## src/uvei_pkg.sv

```systemverilog
// uvei_pkg: shared types and constants for the undervoltage event integrator
// no dependencies; used by uvei_event_if, uvei_core and the top level
`default_nettype none

package uvei_pkg;

  localparam int EVENT_BITS     = 16;
  localparam int WRAP_BITS      = 17;
  localparam int PERIOD_BITS    = 16;
  localparam int CFG_DATA_BITS  = 17;
  localparam int CFG_INDEX_BITS = 2;

  typedef enum logic [CFG_INDEX_BITS-1:0] {
    CFG_TIMER_WRAP   = 2'd0,
    CFG_RESET_DELAY  = 2'd1,
    CFG_LONG_PERIOD  = 2'd2,
    CFG_SHORT_PERIOD = 2'd3
  } uvei_cfg_index_t;

  localparam logic [WRAP_BITS-1:0]   TIMER_WRAP_RESET   = 17'd65536;
  localparam logic [PERIOD_BITS-1:0] RESET_DELAY_RESET  = 16'd100;
  localparam logic [PERIOD_BITS-1:0] LONG_PERIOD_RESET  = 16'd1000;
  localparam logic [PERIOD_BITS-1:0] SHORT_PERIOD_RESET = 16'd100;

  // count*10 > 8*elapsed/100 is the same test as count*1000 > 8*elapsed
  localparam int DENSITY_SCALE  = 1000;
  localparam int DENSITY_EVENTS = 8;
  // count+1 > short/10 is the same test as (count+1)*10 > short
  localparam int WINDOW_DIV     = 10;

  typedef struct packed {
    logic [WRAP_BITS-1:0]   timer_wrap;
    logic [PERIOD_BITS-1:0] reset_delay;
    logic [PERIOD_BITS-1:0] long_period;
    logic [PERIOD_BITS-1:0] short_period;
  } uvei_cfg_t;

  typedef struct packed {
    logic                  fire;
    logic [EVENT_BITS-1:0] event_time;
  } uvei_step_t;

  typedef struct packed {
    logic supply_sag;
    logic supply_fail;
  } uvei_flags_t;

endpackage

`default_nettype wire

```

## src/uvei_event_if.sv

```systemverilog
// uvei_event_if: valid/ready channel carrying one undervoltage event time stamp
// depends on uvei_pkg
`default_nettype none

interface uvei_event_if import uvei_pkg::*; ();
  logic                  valid;
  logic                  ready;
  logic [EVENT_BITS-1:0] event_time;

  modport source (output valid, output event_time, input ready);
  modport sink   (input valid, input event_time, output ready);
endinterface

`default_nettype wire

```

## src/uvei_result_if.sv

```systemverilog
// uvei_result_if: valid/ready channel carrying the two integrator flags per event
// no dependencies
`default_nettype none

interface uvei_result_if ();
  logic valid;
  logic ready;
  logic supply_sag;
  logic supply_fail;

  modport source (output valid, output supply_sag, output supply_fail, input ready);
  modport sink   (input valid, input supply_sag, input supply_fail, output ready);
endinterface

`default_nettype wire

```

## src/uvei_core.sv

```systemverilog
// uvei_core: slow and fast integrator state and the single-pass event evaluation
// depends on uvei_pkg
`default_nettype none

module uvei_core import uvei_pkg::*; #(
  parameter int TIME_BITS  = 16,
  parameter int COUNT_BITS = 16
) (
  input  logic        clk,
  input  logic        rst,
  input  uvei_cfg_t   cfg,
  input  uvei_step_t  step,
  output uvei_flags_t flags
);

  localparam int EW = (TIME_BITS > WRAP_BITS) ? TIME_BITS : WRAP_BITS;
  localparam int SW = ((TIME_BITS > PERIOD_BITS) ? TIME_BITS : PERIOD_BITS) + 1;
  localparam int PW = (COUNT_BITS + 10 > TIME_BITS + 3) ? COUNT_BITS + 10 : TIME_BITS + 3;
  localparam int QW = (COUNT_BITS + 5 > PERIOD_BITS) ? COUNT_BITS + 5 : PERIOD_BITS;

  localparam logic [TIME_BITS-1:0]  TIME_MAX  = '1;
  localparam logic [COUNT_BITS-1:0] COUNT_MAX = '1;
  localparam logic [COUNT_BITS-1:0] COUNT_ONE = COUNT_BITS'(1);

  logic [TIME_BITS-1:0]  slow_start, slow_start_next;
  logic [TIME_BITS-1:0]  fast_start, fast_start_next;
  logic [COUNT_BITS-1:0] slow_count, slow_count_next;
  logic [COUNT_BITS-1:0] fast_count, fast_count_next;
  logic [TIME_BITS-1:0]  last_slow_elapsed, last_slow_elapsed_next;

  logic [TIME_BITS-1:0]  now;
  logic [TIME_BITS-1:0]  slow_el;
  logic [TIME_BITS-1:0]  fast_el;
  logic [COUNT_BITS-1:0] fast_base;

  // elapsed time across the timer wrap, saturating
  function automatic logic [TIME_BITS-1:0] elapsed(
    input logic [TIME_BITS-1:0] now_t,
    input logic [TIME_BITS-1:0] start_t,
    input logic [WRAP_BITS-1:0] wrap
  );
    logic [EW-1:0] gap;
    logic [EW-1:0] e;
    gap = '0;
    if (now_t >= start_t) begin
      e = EW'(now_t - start_t);
    end else begin
      gap = EW'(start_t - now_t);
      e = (EW'(wrap) >= gap) ? (EW'(wrap) - gap) : '0;
    end
    return (e > EW'(TIME_MAX)) ? TIME_MAX : e[TIME_BITS-1:0];
  endfunction

  function automatic logic [COUNT_BITS-1:0] count_up(input logic [COUNT_BITS-1:0] c);
    return (c == COUNT_MAX) ? COUNT_MAX : c + COUNT_ONE;
  endfunction

  assign now     = TIME_BITS'(step.event_time);
  assign slow_el = elapsed(now, slow_start, cfg.timer_wrap);
  assign fast_el = elapsed(now, fast_start, cfg.timer_wrap);

  always_comb begin
    slow_start_next        = slow_start;
    fast_start_next        = fast_start;
    slow_count_next        = slow_count;
    fast_count_next        = fast_count;
    last_slow_elapsed_next = last_slow_elapsed;
    fast_base              = fast_count;
    flags                  = '0;

    if (slow_count == '0) begin
      slow_count_next        = COUNT_ONE;
      slow_start_next        = now;
      last_slow_elapsed_next = '0;
    end else if (SW'(slow_el) > SW'(cfg.reset_delay) + SW'(last_slow_elapsed)) begin
      // gap too long: restart slow, and the fast integrator restarts on this event too
      slow_count_next        = COUNT_ONE;
      slow_start_next        = now;
      last_slow_elapsed_next = '0;
      fast_base              = '0;
    end else begin
      slow_count_next = count_up(slow_count);
      if (SW'(slow_el) > SW'(cfg.long_period)) begin
        flags.supply_sag = (PW'(slow_count_next) * PW'(DENSITY_SCALE))
                           > (PW'(slow_el) * PW'(DENSITY_EVENTS));
      end
      last_slow_elapsed_next = slow_el;
    end

    if (fast_base == '0) begin
      fast_count_next = COUNT_ONE;
      fast_start_next = now;
    end else begin
      fast_count_next = count_up(fast_base);
      if (SW'(fast_el) > SW'(cfg.short_period)) begin
        flags.supply_fail = ((QW'(fast_count_next) + QW'(1)) * QW'(WINDOW_DIV))
                            > QW'(cfg.short_period);
        fast_count_next = COUNT_ONE;
        fast_start_next = now;
      end
    end
  end

  always_ff @(posedge clk) begin
    if (rst) begin
      slow_start        <= '0;
      fast_start        <= '0;
      slow_count        <= '0;
      fast_count        <= '0;
      last_slow_elapsed <= '0;
    end else if (step.fire) begin
      slow_start        <= slow_start_next;
      fast_start        <= fast_start_next;
      slow_count        <= slow_count_next;
      fast_count        <= fast_count_next;
      last_slow_elapsed <= last_slow_elapsed_next;
    end
  end

  a_counts_live: assert property (@(posedge clk) disable iff (rst)
    step.fire |=> (slow_count != '0) && (fast_count != '0))
    else $error("integrator count left at zero after an event");

  a_state_hold: assert property (@(posedge clk) disable iff (rst)
    !rst && !step.fire |=> $stable(slow_count) && $stable(fast_count)
                           && $stable(slow_start) && $stable(fast_start))
    else $error("integrator state changed without an event");

  a_fast_restart: assert property (@(posedge clk) disable iff (rst)
    step.fire && flags.supply_fail |=> fast_count == COUNT_ONE)
    else $error("fast window did not restart after a fault check");

endmodule

`default_nettype wire

```

## src/undervoltage_event_integrator_top.sv

```systemverilog
// undervoltage_event_integrator_top: event input stage, result register and config regs
// depends on uvei_pkg, uvei_event_if, uvei_result_if and uvei_core
`default_nettype none

// One event can be taken per clock while results.ready stays high. An accepted event sits
// in the input register while uvei_core evaluates both integrators in a single
// combinational pass and updates their state; the flags land in the result register,
// which offers the result until it is taken. While a result waits to be taken, the input
// register holds one more event and events.ready then stays low until the result is taken.
// The user must write the registers through cfg_write, cfg_index and cfg_data only while
// no event is in flight; the block itself does not enforce it. They have no read-back.
module undervoltage_event_integrator_top import uvei_pkg::*; #(
  parameter int TIME_BITS  = 16,
  parameter int COUNT_BITS = 16
) (
  input  logic                      clk,
  input  logic                      rst,
  input  logic                      cfg_write,
  input  logic [CFG_INDEX_BITS-1:0] cfg_index,
  input  logic [CFG_DATA_BITS-1:0]  cfg_data,
  uvei_event_if.sink                events,
  uvei_result_if.source             results
);

  uvei_cfg_t             cfg;
  logic                  ev_valid;
  logic [EVENT_BITS-1:0] ev_time;
  logic                  res_valid;
  uvei_flags_t           res_flags;
  uvei_flags_t           flags;
  uvei_step_t            step;
  logic                  advance;

  assign advance         = !res_valid || results.ready;
  assign events.ready    = !ev_valid || advance;
  assign step.fire       = ev_valid && advance;
  assign step.event_time = ev_time;

  always_ff @(posedge clk) begin
    if (rst) begin
      cfg.timer_wrap   <= TIMER_WRAP_RESET;
      cfg.reset_delay  <= RESET_DELAY_RESET;
      cfg.long_period  <= LONG_PERIOD_RESET;
      cfg.short_period <= SHORT_PERIOD_RESET;
    end else if (cfg_write) begin
      unique case (uvei_cfg_index_t'(cfg_index))
        CFG_TIMER_WRAP:   cfg.timer_wrap   <= cfg_data;
        CFG_RESET_DELAY:  cfg.reset_delay  <= cfg_data[PERIOD_BITS-1:0];
        CFG_LONG_PERIOD:  cfg.long_period  <= cfg_data[PERIOD_BITS-1:0];
        CFG_SHORT_PERIOD: cfg.short_period <= cfg_data[PERIOD_BITS-1:0];
      endcase
    end
  end

  always_ff @(posedge clk) begin
    if (rst) begin
      ev_valid <= 1'b0;
    end else if (events.ready) begin
      ev_valid <= events.valid;
    end
  end

  always_ff @(posedge clk) begin
    if (events.valid && events.ready) begin
      ev_time <= events.event_time;
    end
  end

  uvei_core #(
    .TIME_BITS  (TIME_BITS),
    .COUNT_BITS (COUNT_BITS)
  ) u_core (
    .clk   (clk),
    .rst   (rst),
    .cfg   (cfg),
    .step  (step),
    .flags (flags)
  );

  always_ff @(posedge clk) begin
    if (rst) begin
      res_valid <= 1'b0;
    end else if (advance) begin
      res_valid <= ev_valid;
    end
  end

  always_ff @(posedge clk) begin
    if (step.fire) begin
      res_flags <= flags;
    end
  end

  assign results.valid       = res_valid;
  assign results.supply_sag  = res_flags.supply_sag;
  assign results.supply_fail = res_flags.supply_fail;

  a_stage_free: assert property (@(posedge clk) disable iff (rst)
    !ev_valid |-> events.ready)
    else $error("input stage empty but not ready");

  a_stage_hold: assert property (@(posedge clk) disable iff (rst)
    !rst && ev_valid && !advance |=> ev_valid && $stable(ev_time))
    else $error("stalled event lost from input stage");

  a_result_follows: assert property (@(posedge clk) disable iff (rst)
    !rst && step.fire |=> res_valid)
    else $error("evaluated event produced no result");

endmodule

`default_nettype wire

```

## src/flat_wrapper.sv

```systemverilog
// flat-port wrapper written by rule: the top's interface ports become plain ports
module undervoltage_event_integrator_top_flat import uvei_pkg::*;
#(
  parameter int TIME_BITS  = 16,
  parameter int COUNT_BITS = 16
)
  (clk, rst, cfg_write, cfg_index, cfg_data, events_valid, events_event_time, events_ready, results_valid, results_supply_sag, results_supply_fail, results_ready);
  uvei_event_if events_i ();
  uvei_result_if results_i ();
  input  logic clk;
  input  logic rst;
  input  logic cfg_write;
  input  logic [CFG_INDEX_BITS-1:0] cfg_index;
  input  logic [CFG_DATA_BITS-1:0] cfg_data;
  input wire logic [$bits(events_i.valid)-1:0] events_valid;
  input wire logic [$bits(events_i.event_time)-1:0] events_event_time;
  output wire logic [$bits(events_i.ready)-1:0] events_ready;
  output wire logic [$bits(results_i.valid)-1:0] results_valid;
  output wire logic [$bits(results_i.supply_sag)-1:0] results_supply_sag;
  output wire logic [$bits(results_i.supply_fail)-1:0] results_supply_fail;
  input wire logic [$bits(results_i.ready)-1:0] results_ready;
  assign events_i.valid = events_valid;
  assign events_i.event_time = events_event_time;
  assign events_ready = events_i.ready;
  assign results_valid = results_i.valid;
  assign results_supply_sag = results_i.supply_sag;
  assign results_supply_fail = results_i.supply_fail;
  assign results_i.ready = results_ready;
  undervoltage_event_integrator_top #(.TIME_BITS(TIME_BITS), .COUNT_BITS(COUNT_BITS)) u_core (.clk(clk), .rst(rst), .cfg_write(cfg_write), .cfg_index(cfg_index), .cfg_data(cfg_data), .events(events_i), .results(results_i));
endmodule
```

## config.mk

```make
export PLATFORM = sky130hd
export DESIGN_NAME = undervoltage_event_integrator_top_flat
export DESIGN_NICKNAME = d
export VERILOG_FILES = /design/src/uvei_pkg.sv /design/src/uvei_event_if.sv /design/src/uvei_result_if.sv /design/src/uvei_core.sv /design/src/undervoltage_event_integrator_top.sv /design/src/flat_wrapper.sv
export SDC_FILE = /design/constraint.sdc
export NUM_CORES = 1
export LEC_CHECK = 0
export BUFFER_PORTS_ARGS = -buffer_cell sky130_fd_sc_hd__buf_2
export CORE_MARGIN = 3
export CORE_UTILIZATION = 37
export CTS_BUF_LIST = sky130_fd_sc_hd__clkbuf_2
export DETAILED_ROUTE_END_ITERATION = 12
export HOLD_SLACK_MARGIN = 0.02
export PLACE_DENSITY_LB_ADDON = 0.12
export SLEW_MARGIN = 40
export SYNTH_ARGS = -nofsm -noshare
export SYNTH_HDL_FRONTEND = slang
export SYNTH_SLANG_ARGS = --single-unit
```

## constraint.sdc

```tcl
create_clock -name clk -period 15.7 [get_ports clk]
set_clock_uncertainty 0.05 [all_clocks]
set_input_delay 3.925 -clock clk [delete_from_list [all_inputs] [get_ports clk]]
set_output_delay 3.925 -clock clk [all_outputs]
set_load 0.05 [all_outputs]
```

== After elaboration in Yosys (flattened, before gate mapping) ==
Cells that the tools add are included.

* Register bits: 165
* Latch bits: 0
* Bits in writable memories: 0
* Bits in read-only memories: 0
* Bits of input ports: 40
* Word-level logic and storage cells: 83
* Memories kept: 0

* Add/sub/neg operators: 10
* Multiply operators: 2
* Div/mod/pow operators: 0
* $lt $le $gt $ge: 11
* Eq/ne operators: 5
* Shift-type cells: 0
* Muxes and demuxes: 20
* Bitwise gates (word level): 2
* Reduce and logical (&&, ||, !) cells: 19

{| class="wikitable"
|+ Operator list
! operator !! count
|-
| $mux 16 || 16
|-
| $mux 17 || 4
|-
| $sub 16x16->17 || 4
|-
| $ge 17x17->1 || 2
|-
| $gt 17x16->1 const B || 2
|-
| $sub 17x17->17 || 2
|-
| $add 16x1->16 const B || 2
|-
| $eq 16x16->1 const B || 2
|-
| $ge 16x16->1 || 2
|-
| $gt 16x16->1 || 2
|-
| $logic_not 16->1 || 2
|-
| $gt 26x19->1 || 1
|-
| $mul 16x7->23 const B || 1
|-
| $gt 21x16->1 || 1
|-
| $mul 17x3->20 const B || 1
|-
| $add 16x1->17 const B || 1
|-
| $add 16x16->17 || 1
|-
| $gt 16x17->1 || 1
|-
| $reduce_and 2->1 || 6
|-
| $eq 2x2->1 const B || 2
|-
| $reduce_bool 2->1 || 2
|-
| $reduce_or 3->1 || 1
|-
| $eq 2x1->1 const B || 1
|-
| $logic_and 1x1->1 || 2
|-
| 5 further kinds || 8
|}

== Depth between registers and ports, before layout ==
Gate-level depths: netlist of the first run.

* Depth after elaboration: 14
* Mapped depth: 67
* Gate-level depth less buffers: 66

== Modules after synthesis ==
Synthesis of the first run repeated with hierarchy kept, for this count alone.

* Cells, all modules: 2277
* Area total of the unflattened synthesis: 18571.6 um^2

{| class="wikitable"
|+ By module, submodules not included
! module !! instances !! cells each !! area an instance (um^2)
|-
| uvei_core || 1 || 2007 || 15341.0
|-
| undervoltage_event_integrator_top || 1 || 270 || 3230.6
|}

== Least setup slack after synthesis of the first run ==
OpenSTA, ideal clock, no wires.

* Path kind: register to register
* Start point: register u_core.ev_time[1]
* End point: register u_core.res_flags, in the netlist u_core.results.supply_fail (data pin)
* Setup time: 0.270 ns
* Arrival time: 11.704 ns
* Required time: 15.380 ns
* Setup slack: 3.676 ns
* Cell stages (with the launch flop): 63
* Buffers on the path: 2
* Path through: edfxtp_1 > inv_1 > fa_1 > nand2_1 > nand2_1 > a21oi_1 > nand2b_1 > a21boi_0 > o21ai_0 > nand2_1 > a21oi_1 > o21ai_0 > a21o_1 > a21oi_1 > xor2_1 > ha_1 > nand4_1 > or4_1 > [... 27 more ...] > a21o_1 > a21oi_1 > o21ai_0 > a21oi_1 > nand2b_1 > a21boi_0 > o21a_1 > o21a_1 > o21ai_0 > nand2b_1 > a21oi_1 > xnor2_1 > ha_1 > and4_1 > nand3_1 > o32a_1 > a2111oi_0 > a31oi_1

* Word-level cells in the longest chain between the ends: 14

{| class="wikitable"
|+ Ends and longest elaborated chain
! item !! line !! source
|-
| start: declaration || undervoltage_event_integrator_top.sv:27 || <nowiki>logic [EVENT_BITS-1:0] ev_time;</nowiki>
|-
| start signal: assignment || undervoltage_event_integrator_top.sv:65 || <nowiki>ev_time <= events.event_time;</nowiki>
|-
| $sub 16x16->17 || uvei_core.sv:48 || <nowiki>gap = EW'(start_t - now_t);</nowiki>
|-
| $sub 17x17->17 / $ge 17x17->1 (equally long branches) || uvei_core.sv:49 || <nowiki>e = (EW'(wrap) >= gap) ? (EW'(wrap) - gap) : '0;</nowiki>
|-
| $mux 17 || uvei_core.sv:49 ||
|-
| $mux 17 || uvei_core.sv:45 || <nowiki>if (now_t >= start_t) begin</nowiki>
|-
| $gt 17x16->1 || uvei_core.sv:51 || <nowiki>return (e > EW'(TIME_MAX)) ? TIME_MAX : e[TIME_BITS-1:0];</nowiki>
|-
| $mux 16 || uvei_core.sv:51 ||
|-
| $gt 16x17->1 || uvei_core.sv:75 || <nowiki>end else if (SW'(slow_el) > SW'(cfg.reset_delay) + SW'(last_slow_elapsed)) begin</nowiki>
|-
| $mux 16 || uvei_core.sv:75 ||
|-
| $mux 16 || uvei_core.sv:71 || <nowiki>if (slow_count == '0) begin</nowiki>
|-
| $add 16x1->16 / $eq 16x16->1 (equally long branches) || uvei_core.sv:55 || <nowiki>return (c == COUNT_MAX) ? COUNT_MAX : c + COUNT_ONE;</nowiki>
|-
| $mux 16 || uvei_core.sv:55 ||
|-
| $add 16x1->17 || uvei_core.sv:96 || <nowiki>flags.supply_fail = ((QW'(fast_count_next) + QW'(1)) * QW'(WINDOW_DIV))</nowiki>
|-
| $mul 17x3->20 || uvei_core.sv:96 ||
|-
| $gt 21x16->1 || uvei_core.sv:97 || <nowiki>> QW'(cfg.short_period);</nowiki>
|-
| end signal: assignment || undervoltage_event_integrator_top.sv:90 || <nowiki>res_flags <= flags;</nowiki>
|-
| end: declaration || undervoltage_event_integrator_top.sv:29 || <nowiki>uvei_flags_t res_flags;</nowiki>
|}

Parallel ways exist; a longest one is shown, timed or not.
A chain may end at the register's enable or synchronous reset.

== Worst setup path in the final report of the first run ==
Ends and elaborated chain as after synthesis.

==> results of run 1 <==
worst max-delay path by stage:
stage / start / end / slack [ns] / cells after the start
finish: u_core.ev_time[1] / u_core.results.supply_fail / 1.42 / 60
global route: u_core.ev_time[1] / u_core.results.supply_fail / 0.07 / 60
CTS: u_core.ev_time[1] / u_core.results.supply_fail / 1.38 / 60
detailed placement: u_core.ev_time[1] / u_core.results.supply_fail / 1.45 / 60
global placement: u_core.ev_time[1] / u_core.results.supply_fail / 1.59 / 61
floorplan: u_core.ev_time[1] / u_core.results.supply_fail / 3.68 / 62
layout make-up:
type	count	share of cell area [%]
Multi-Input combinational cell	1785	69.7
Sequential cell	165	18.3
Inverter	251	4.97
Tap cell	615	4.05
Timing Repair Buffer	53	1.62
Clock inverter	14	0.837
Clock buffer	18	0.475
Antenna cell	2	0.0264
worst max-delay path, delay by kind of cell, from the launching register on:
kind	cells	cell delay [ns]
xor+xnor	2	0.40
compound gates	28	6.38
fa+ha+maj	8	2.66
flops	1	0.58
simple gates	19	3.41
mux	1	0.21
buf+inv	2	0.36
kinds of logic (layout without fill, tap and decap cells):
kind of cell	after synthesis	count (layout)
buf+inv	350	336
simple gates	673	673
other cells	0	2
flops	165	165
compound gates	633	633
fa+ha+maj	340	340
mux	6	6
xor+xnor	133	133
what timing repair did:
| action | 4_1_cts | 5_1_grt |
|---|---|---|
| endpoints found under the setup margin | 0 | 1 |
| gates resized for setup | 0 | 1 |
| hold buffers | 0 | 0 |
metrics by stage:
step	total power [W]	setup WS [ns]	instance area (sq um)	instances	util (%)
after global routing	0.00138	0.0671	19000	2903	39.6
after detailed placement	0.00102	1.45	18700	2869	39.0
after floorplan	0.000859	3.68	18000	2300	-
after global placement	0.00101	1.59	18700	2868	39.0
final	0.00128	1.42	19000	2903	39.6
after CTS	0.00129	1.38	19000	2901	39.6
registers in the layout, indices dropped and copies added, names as in the netlist, 16 cells and up:
signal	count
u_core.u_core.last_slow_elapsed	16
u_core.cfg	65
u_core.u_core.fast_start	16
u_core.ev_time	16
u_core.u_core.fast_count	16
u_core.u_core.slow_count	16
u_core.u_core.slow_start	16
synthesized netlist by cell type, types with 7 or more instances:
cell	instances	area [sq um]
o21a_1	26	195
a211oi_1	17	128
buf_2	16	80.1
fa_1	62	1240
or3_1	9	56.3
nand2b_1	30	188
inv_1	250	938
nand2_1	247	927
ha_1	277	3470
nand3b_1	14	105
a22oi_1	16	120
and2_1	12	75.1
o21ai_0	128	641
nand4_1	30	188
o21bai_1	17	128
a22o_1	7	61.3
o211ai_1	8	60.1
clkbuf_1	75	282
o41ai_1	16	140
a21boi_0	8	60.1
o311ai_0	7	61.3
nor4_1	15	93.8
nand3_1	70	350
a21o_1	67	503
xor2_1	45	394
a31oi_1	12	75.1
and3_1	13	81.3
edfxtp_1	18	541
a21oi_1	214	1070
and4_1	9	78.8
nor2_1	146	548
nor2b_1	27	169
nor3_1	29	145
xnor2_1	87	762
a211o_1	9	78.8
a221oi_1	13	114
dfxtp_1	147	2940
cells in the final DEF, fill, tap and decap left out, types with 9 or more instances in the layout:
master    instances
fa_1             62
a22oi_1          16
nand4_1          30
a211oi_1         17
nand3_1          70
a211o_1           9
edfxtp_1         18
xnor2_1          87
dfxtp_1         147
nor4_1           15
or3_1             9
and4_1            9
a31oi_1          12
ha_1            277
nand3b_1         14
a221oi_1         13
o21ai_0         126
nor2_1          143
a21oi_1         214
inv_1           250
and2_1           12
o21bai_1         17
clkbuf_2         18
xor2_1           45
nand2_1         247
nand2b_1         29
and3_1           13
o41ai_1          16
a21o_1           67
o21a_1           26
nor2b_1          27
buf_2            42
nor3_1           29
per-layer routing:
metal	wire (um)	vias to the layer above	track usage [%]
li1	-	7977	-
met3	2760	66	3.48
met1	27700	7490	31.7
met2	23600	378	33.7
met5	10	-	0
met4	1280	2	6.86
power by group:
part,switching [W],internal [W],total (W)
clock,0.000194,0.0000674,0.000262
combinational,0.000348,0.000212,0.000560
sequential,0.0000165,0.000444,0.000460
==> reports/metrics.yaml, run 1 <==
sta:
  rsz0062_at_grt: "false"
  relSlewSlack_pct: 46.2
  hold_ws_ns: 0.425
  final.period_utilization_pct: 90.9
  tns_ns: 0
  setup_violations: 0
  fin_crit_ns: 14.28
  fmax_ghz: 0.0700
  worstMarginPinSlew_ns: 0.807
  hold_viol: 0
  maxSlewViolCount: 0
synth:
  synth_fa_ha_area_share_pct: 26.2
  muxShareOfSynthArea_pct: 0.333
  synth_xor_area_share_pct: 6.51
  synth_cell_types: 80
  synth_simple_gate_area_share_pct: 17.6
  syn-cell-area_sq_um: 18000
  synth_edf_count: 18
  synth_compound_area_share_pct: 22.5
  ys_seq_area_share_pct: 19.3
  synth_flop_cell: "dfxtp_1"
  synthArstFlopShare_pct: 0
  syn_inst: 2300
  synth.avg_cell_area_sq_um: 7.83
  ys_ff_latch: 165
  synth_top_family_by_area: "adder cells"
  yosys_warnings: 0
  synthesis.nets: 2679
cts:
  clk_path_buf_depth: 2
  cts_tree: "built"
  cts_buffers: 17
  cts_root_buf: "clkbuf_2"
  postCtsSetupRepairBufs: 0
  h-tree-depth: 4
  cts_sinks: 165
  clk_latency_ns: 1.05
  clk_pin_slew_ns: 0.28
power_and_ir_drop:
  peakVddDrop_mv: 0.0573
  power.density_nw_per_um2: 67.5
  p_leak_nw: 8.78
global_route:
  antenna_found_initial: 3
  grt_max_degree: 85
  grt_usage_pct: 22.0
  grt_overflow: 0
  grt_pass1_wl_mm: 87.3
  grt_pass1_vias: 15500
die:
  die-area_sq_um: 51400
  row_count: 80
  die_height_um: 227
  die_w_um: 227
  core_sq_um: 47900
  start_util_pct: 37.6
  io_pins: 44
placement:
  port_buffers: 43
  place.gp.congestion: 0.908
  dp_hpwl_mm: 44.3
final_layout:
  seq_area_sq_um: 3480
  fin_nets: 2652
  layout-drive-gt1-share_pct: 4.77
  multiInputGateArea_sq_um: 13200
  nFillCells: 4922
  areaGrowthSynthToFinish_pct: 5.40
hold_path:
  whs_path_depth: 2
  hold_path.class: "flop to flop"
  min_from: "u_core.cfg[9]"
  hold_end: "u_core.cfg[9]"
drt:
  drt-initial-drc-count: 1160
  ant_nets: 0
  drc: 0
  dr.pass1.iters: 5
  via_per_inst: 5.48
  via_count: 15900
  drt-wirelength-per-cell_um: 19.1
  wl_mm: 55.4
worst_setup_path:
  rr_endpoint: "u_core.results.supply_fail"
  crit_path_max_fanout: 15
  crit_slowest_cell: "edfxtp_1"
  max_stage_delay_ns: 0.58
  crit_path_start_kind: "flop"
  crit_type: "flop to flop"
  worst_setup_path_end_kind: "flop"
  arrival_ns: 15.04
  crit_path_frequent_cell: "ha_1"
  rr_startpoint: "u_core.ev_time[1]"
  required_ns: 16.47
  reg2reg_depth: 60
  reg2reg_slack_ns: 1.42
run_status:
  status: "completed"
flow_run:
  maxCapViolCount: 0
No activity file was read; power rests on OpenSTA's default activity.
==> run 2: changes to the inputs <==
--- a/config.mk
+++ b/config.mk
@@ -5,6 +5,7 @@
 export SDC_FILE = /design/constraint.sdc
 export NUM_CORES = 1
 export LEC_CHECK = 0
+export ABC_AREA = 1
 export BUFFER_PORTS_ARGS = -buffer_cell sky130_fd_sc_hd__buf_2
 export CORE_MARGIN = 3
 export CORE_UTILIZATION = 37
==> reports/metrics.yaml, run 2 <==
worst_setup_path:
  required_ns: 16.47
  arrival_ns: 12.71
  max_stage_delay_ns: 0.54
  crit_path_frequent_cell: "nand2_1"
  crit_slowest_cell: "o31ai_1"
  crit_type: "flop to flop"
  crit_path_start_kind: "flop"
  worst_setup_path_end_kind: "flop"
  crit_path_max_fanout: 32
global_route:
  grt_pass1_wl_mm: 86.5
  grt_pass1_vias: 15800
  antenna_found_initial: 4
  grt_overflow: 0
  grt_max_degree: 96
  grt_usage_pct: 21.5
sta:
  fmax_ghz: 0.0838
  maxSlewViolCount: 0
  worstMarginPinSlew_ns: 0.773
  final.period_utilization_pct: 76.0
  setup_violations: 0
  tns_ns: 0
  setup_slack_ns: 3.77
  relSlewSlack_pct: 48.4
  fin_crit_ns: 11.93
  rsz0062_at_grt: "false"
  hold_viol: 0
final_layout:
  areaGrowthSynthToFinish_pct: 5.88
  layout-drive-gt1-share_pct: 6.37
  nFillCells: 5149
  final_cell_mix: "inv_1 (418), nand2_1 (418), a21oi_1 (278)"
  stdcell_count: 3177
  regMostFlops: "u_core.cfg"
  largest_reg_flops: 65
  fin_nets: 2925
  utilization_pct: 40.0
power_and_ir_drop:
  p_leak_nw: 9.80
  power.density_nw_per_um2: 76.8
  peakVddDrop_mv: 0.0432
synth:
  ys_ff_latch: 165
  synth_top_area_cell: "ha_1"
  synthArstFlopShare_pct: 0
  synth_cell_types: 60
  syn-cell-area_sq_um: 18100
  synth_area_leaders: "ha_1 (19%), dfxtp_1 (16%), nand2_1 (8.7%), inv_1 (8.7%), a21oi_1 (7.7%)"
  syn_inst: 2535
  synthTopCellsByCount: "nand2_1 (420), inv_1 (419), a21oi_1 (279), ha_1 (277), nor2_1 (178)"
  synthesis.nets: 2914
  synth_flop_cell: "dfxtp_1"
  ys_seq_area_share_pct: 19.2
  synth_most_common_cell: "nand2_1"
  yosys_warnings: 0
  synth.avg_cell_area_sq_um: 7.15
  synth_edf_count: 18
  synth_top_area_share_pct: 19.1
die:
  core_sq_um: 48000
  row_count: 80
  die-area_sq_um: 51700
  die_w_um: 227
  start_util_pct: 37.7
  io_pins: 44
  die_height_um: 227
run_status:
  status: "completed"
cts:
  postCtsSetupRepairBufs: 0
  cts_sinks: 165
  h-tree-depth: 4
  clk_path_buf_depth: 2
  cts_tree: "built"
  cts_buffers: 17
  clk_pin_slew_ns: 0.32
  cts_resized: 0
  ctsHoldBuffers: 0
  cts_root_buf: "clkbuf_2"
  clk_latency_ns: 1.00
drt:
  ant_nets: 0
  via_per_inst: 5.13
  drt-wirelength-per-cell_um: 17.3
  wl_mm: 54.9
  via_count: 16300
  dr.pass1.iters: 6
  drc: 0
  drt-initial-drc-count: 965
placement:
  place.gp.congestion: 0.890
  port_buffers: 43
  dp_hpwl_mm: 44.8
  place_inst: 3142
  dp_slack_ns: 3.82
hold_path:
  hold_path.class: "flop to flop"
flow_run:
  maxCapViolCount: 0
run 2: changes by cell type in the layout (fill, tap and decap cells not counted), moves of 16 or more:
cell      delta
o21a_1      -20
nor2b_1     -27
o21ai_0     +23
xor2_1      +59
nand2b_1    -29
inv_1      +168
a21o_1      -53
inv_2       +16
nor2_1      +33
a21oi_1     +64
nand3_1     +45
xnor2_1     -49
o41ai_1     -16
nand2_1    +171
run 2: critical path: cells and delay by family, from the launching register on:
family / cells / cell delay, ns
compound gates: 13 / 3.09
flops: 1 / 0.51
simple gates: 35 / 4.58
buf+inv: 9 / 0.99
xor+xnor: 2 / 0.28
fa+ha+maj: 7 / 2.26
run 2: worst paths after layout:
path	from	end	slack [ns]	depth (start not counted)
min reg2reg	u_core.u_core.last_slow_elapsed[4]	u_core.u_core.last_slow_elapsed[4]	0.44	2
min	u_core.u_core.last_slow_elapsed[4]	u_core.u_core.last_slow_elapsed[4]	0.44	2
max reg2reg	u_core.ev_time[3]	u_core.results.supply_fail	3.77	66
max	u_core.ev_time[3]	u_core.results.supply_fail	3.77	66
run 2: final cells by class:
cell class	instances	area (sq um)	share of cell area, %
clock buffer	17	85.1	0.443
tap	615	769	4.01
multi-input combinational	1869	12700	66.4
timing repair buffer	56	317	1.65
inverter	437	1640	8.55
sequential	165	3480	18.1
antenna	3	7.51	0.0391
clock inverter	15	156	0.814
run 2: metrics by stage:
stage	power (W)	hold slack (ns)	instance area, sq um
6_report	0.00148	0.438	19200
3_5_place_dp	0.00122	0.404	19000
2_1_floorplan	0.00100	0.385	18100
3_3_place_gp	0.00122	0.403	18900
5_1_grt	0.00160	0.455	19200
4_1_cts	0.00149	0.434	19200
run 2: per-layer routing:
metal  part of all wire, %  global-route usage, %  up-vias
met3                   4.0                   2.89       40
met5                     0                      0        -
met4                   1.3                   4.92        0
met1                    50                   30.3     7625
met2                    45                   35.2      243
li1                      -                      -     8375
run 2: where the power goes:
part,internal [W],total [W],switching (W),leakage [nW]
combinational,0.000261,0.000750,0.000490,8.28
clock,0.0000535,0.000257,0.000203,0.148
sequential,0.000449,0.000468,0.0000190,1.38
total,0.000763,0.00148,0.000712,9.80
run 2: kinds of logic (layout without fill, tap and decap cells):
family,count (synthesis),in the layout,synth area share [%]
and+or+nand+nor,831,831,20.1
AOI/OAI and AO/OA,557,557,17.3
buffers and inverters,501,525,10.6
adders and majority gates,339,339,26.0
DFF,165,165,19.2
xor gates and xnor gates,142,142,6.86
other,0,3,0
==> run 3: changes to the inputs <==
==> constraint.sdc (replaced) <==
create_clock -name clk -period 10.69 [get_ports clk]
set_clock_uncertainty 0.05 [all_clocks]
set_input_delay 2.6725 -clock clk [delete_from_list [all_inputs] [get_ports clk]]
set_output_delay 2.6725 -clock clk [all_outputs]
set_load 0.05 [all_outputs]
==> reports/metrics.yaml, run 3 (synthesis gave the netlist of run 2 again) <==
cts:
  cts_buffers: 17
  ctsHoldBuffers: 0
  cts_sinks: 165
  cts_root_buf: "clkbuf_2"
  clk_pin_slew_ns: 0.30
  clk_latency_ns: 0.98
  cts_tree: "built"
  h-tree-depth: 4
  clk_path_buf_depth: 2
power_and_ir_drop:
  peakVddDrop_mv: 0.0592
  p_leak_nw: 10.1
  power.density_nw_per_um2: 112
run_status:
  status: "completed"
hold_path:
  hold_path.class: "flop to flop"
  hold_end: "u_core.cfg[31]"
  min_from: "u_core.cfg[31]"
  whs_path_depth: 2
sta:
  fmax_ghz: 0.101
  worstMarginPinSlew_ns: 0.798
  hold_viol: 0
  hold_ws_ns: 0.442
  final.period_utilization_pct: 93.0
  relSlewSlack_pct: 46.2
  setup_slack_ns: 0.745
  maxSlewViolCount: 0
  fin_crit_ns: 9.94
  setup_violations: 0
  tns_ns: 0
final_layout:
  multiInputGateArea_sq_um: 13100
  final_cell_mix: "inv_1 (415), nand2_1 (415), a21oi_1 (266)"
  utilization_pct: 41.5
  layout-drive-gt1-share_pct: 10.6
  largest_reg_flops: 65
  fin_nets: 2986
  areaGrowthSynthToFinish_pct: 10.1
  seq_area_sq_um: 3490
  regMostFlops: "u_core.cfg"
  nFillCells: 5024
die:
  core_sq_um: 48000
  die_height_um: 227
  die-area_sq_um: 51700
  start_util_pct: 37.7
  row_count: 80
  die_w_um: 227
  io_pins: 44
worst_setup_path:
  crit_path_start_kind: "flop"
  required_ns: 11.44
  crit_slowest_cell: "fa_2"
  crit_type: "flop to flop"
  crit_path_frequent_cell: "nand2_1"
  reg2reg_depth: 67
  crit_path_max_fanout: 11
  rr_startpoint: "u_core.ev_time[0]"
  worst_setup_path_end_kind: "flop"
  arrival_ns: 10.69
  max_stage_delay_ns: 0.44
  reg2reg_slack_ns: 0.75
  rr_endpoint: "u_core.results.supply_fail"
flow_run:
  maxCapViolCount: 0
drt:
  drt-initial-drc-count: 1169
  wl_mm: 55.8
  drt-wirelength-per-cell_um: 17.2
  via_per_inst: 5.16
  via_count: 16700
  dr.pass1.iters: 7
  ant_nets: 0
  drc: 0
global_route:
  grt_max_degree: 82
  grt_pass1_wl_mm: 86.1
  grt_pass1_vias: 15600
  grt_usage_pct: 21.6
  grt_overflow: 0
  antenna_found_initial: 2
placement:
  dp_slack_ns: -0.0909
  place.gp.congestion: 0.906
  port_buffers: 43
  dp_hpwl_mm: 45.8
==> run 3: changes by cell type in the layout (fill, tap and decap cells not counted), moves of 5 or more <==
cell | before | now
buf_4 | 12 | 72
a21oi_1 | 278 | 266
a21oi_2 | 1 | 13
ha_1 | 277 | 265
ha_4 | 0 | 8
o21ai_0 | 149 | 144
o221ai_1 | 14 | 9
o221ai_2 | 0 | 5
==> run 3: how the worst max path moves through the flow <==
stage	cells past startpoint	to	slack [ns]	from
2_1_floorplan	67	u_core.results.supply_fail	0.67	u_core.ev_time[3]
3_3_place_gp	64	u_core.results.supply_fail	0.07	u_core.ev_time[3]
3_5_place_dp	65	u_core.results.supply_fail	-0.09	u_core.ev_time[3]
4_1_cts	67	u_core.results.supply_fail	0.02	u_core.ev_time[0]
5_1_grt	66	u_core.results.supply_fail	-0.06	u_core.u_core.slow_start[0]
6_report	67	u_core.results.supply_fail	0.75	u_core.ev_time[0]
==> run 3: layout make-up <==
type                    count  area share, %
well taps                 615           3.86
clock buffers              18          0.451
flip-flops and latches    165           17.5
clock inverters            14          0.652
diodes                      3         0.0376
inverters                 437           8.24
repair buffers            117           3.90
multi-input cells        1869           65.4
==> run 3: repair_timing <==
item,CTS,global route
setup buffers,0,22
pin swaps,0,26
setup endpoints to repair,1,1
gates resized for setup,1,73
==> run 3: critical path: cells and delay by family (launching register included) <==
kind | cells | cell delay, ns
buffers and inverters | 11 | 0.88
flip-flops | 1 | 0.42
AND/OR/NAND/NOR | 35 | 3.66
XOR/XNOR | 2 | 0.35
adder cells (fa/ha/maj) | 8 | 2.43
AO/OA/AOI/OAI | 11 | 1.98
==> run 3: report_power, final <==
part / switching [W] / internal, W / total [W] / leakage, nW
combinational: 0.000757 / 0.000444 / 0.00120 / 8.60
sequential: 0.0000278 / 0.000659 / 0.000687 / 1.38
clock: 0.000276 / 0.0000751 / 0.000351 / 0.143
==> run 3: layer usage <==
| metal | GRT usage (%) | vias up | wire [um] |
|---|---|---|---|
| met2 | 32.9 | 348 | 23800 |
| met1 | 31.6 | 7794 | 28300 |
| met3 | 3.91 | 56 | 2720 |
| li1 | - | 8499 | - |
| met5 | 0 | - | 0 |
| met4 | 5.34 | 0 | 1030 |
==> run 3: through the flow <==
step | power [W] | cell area [sq um] | cells
CTS | 0.00220 | 19500 | 3213
global route | 0.00242 | 20000 | 3237
global placement | 0.00184 | 19200 | 3181
floorplan | 0.00147 | 18100 | 2535
detailed placement | 0.00184 | 19200 | 3181
finish | 0.00224 | 20000 | 3238
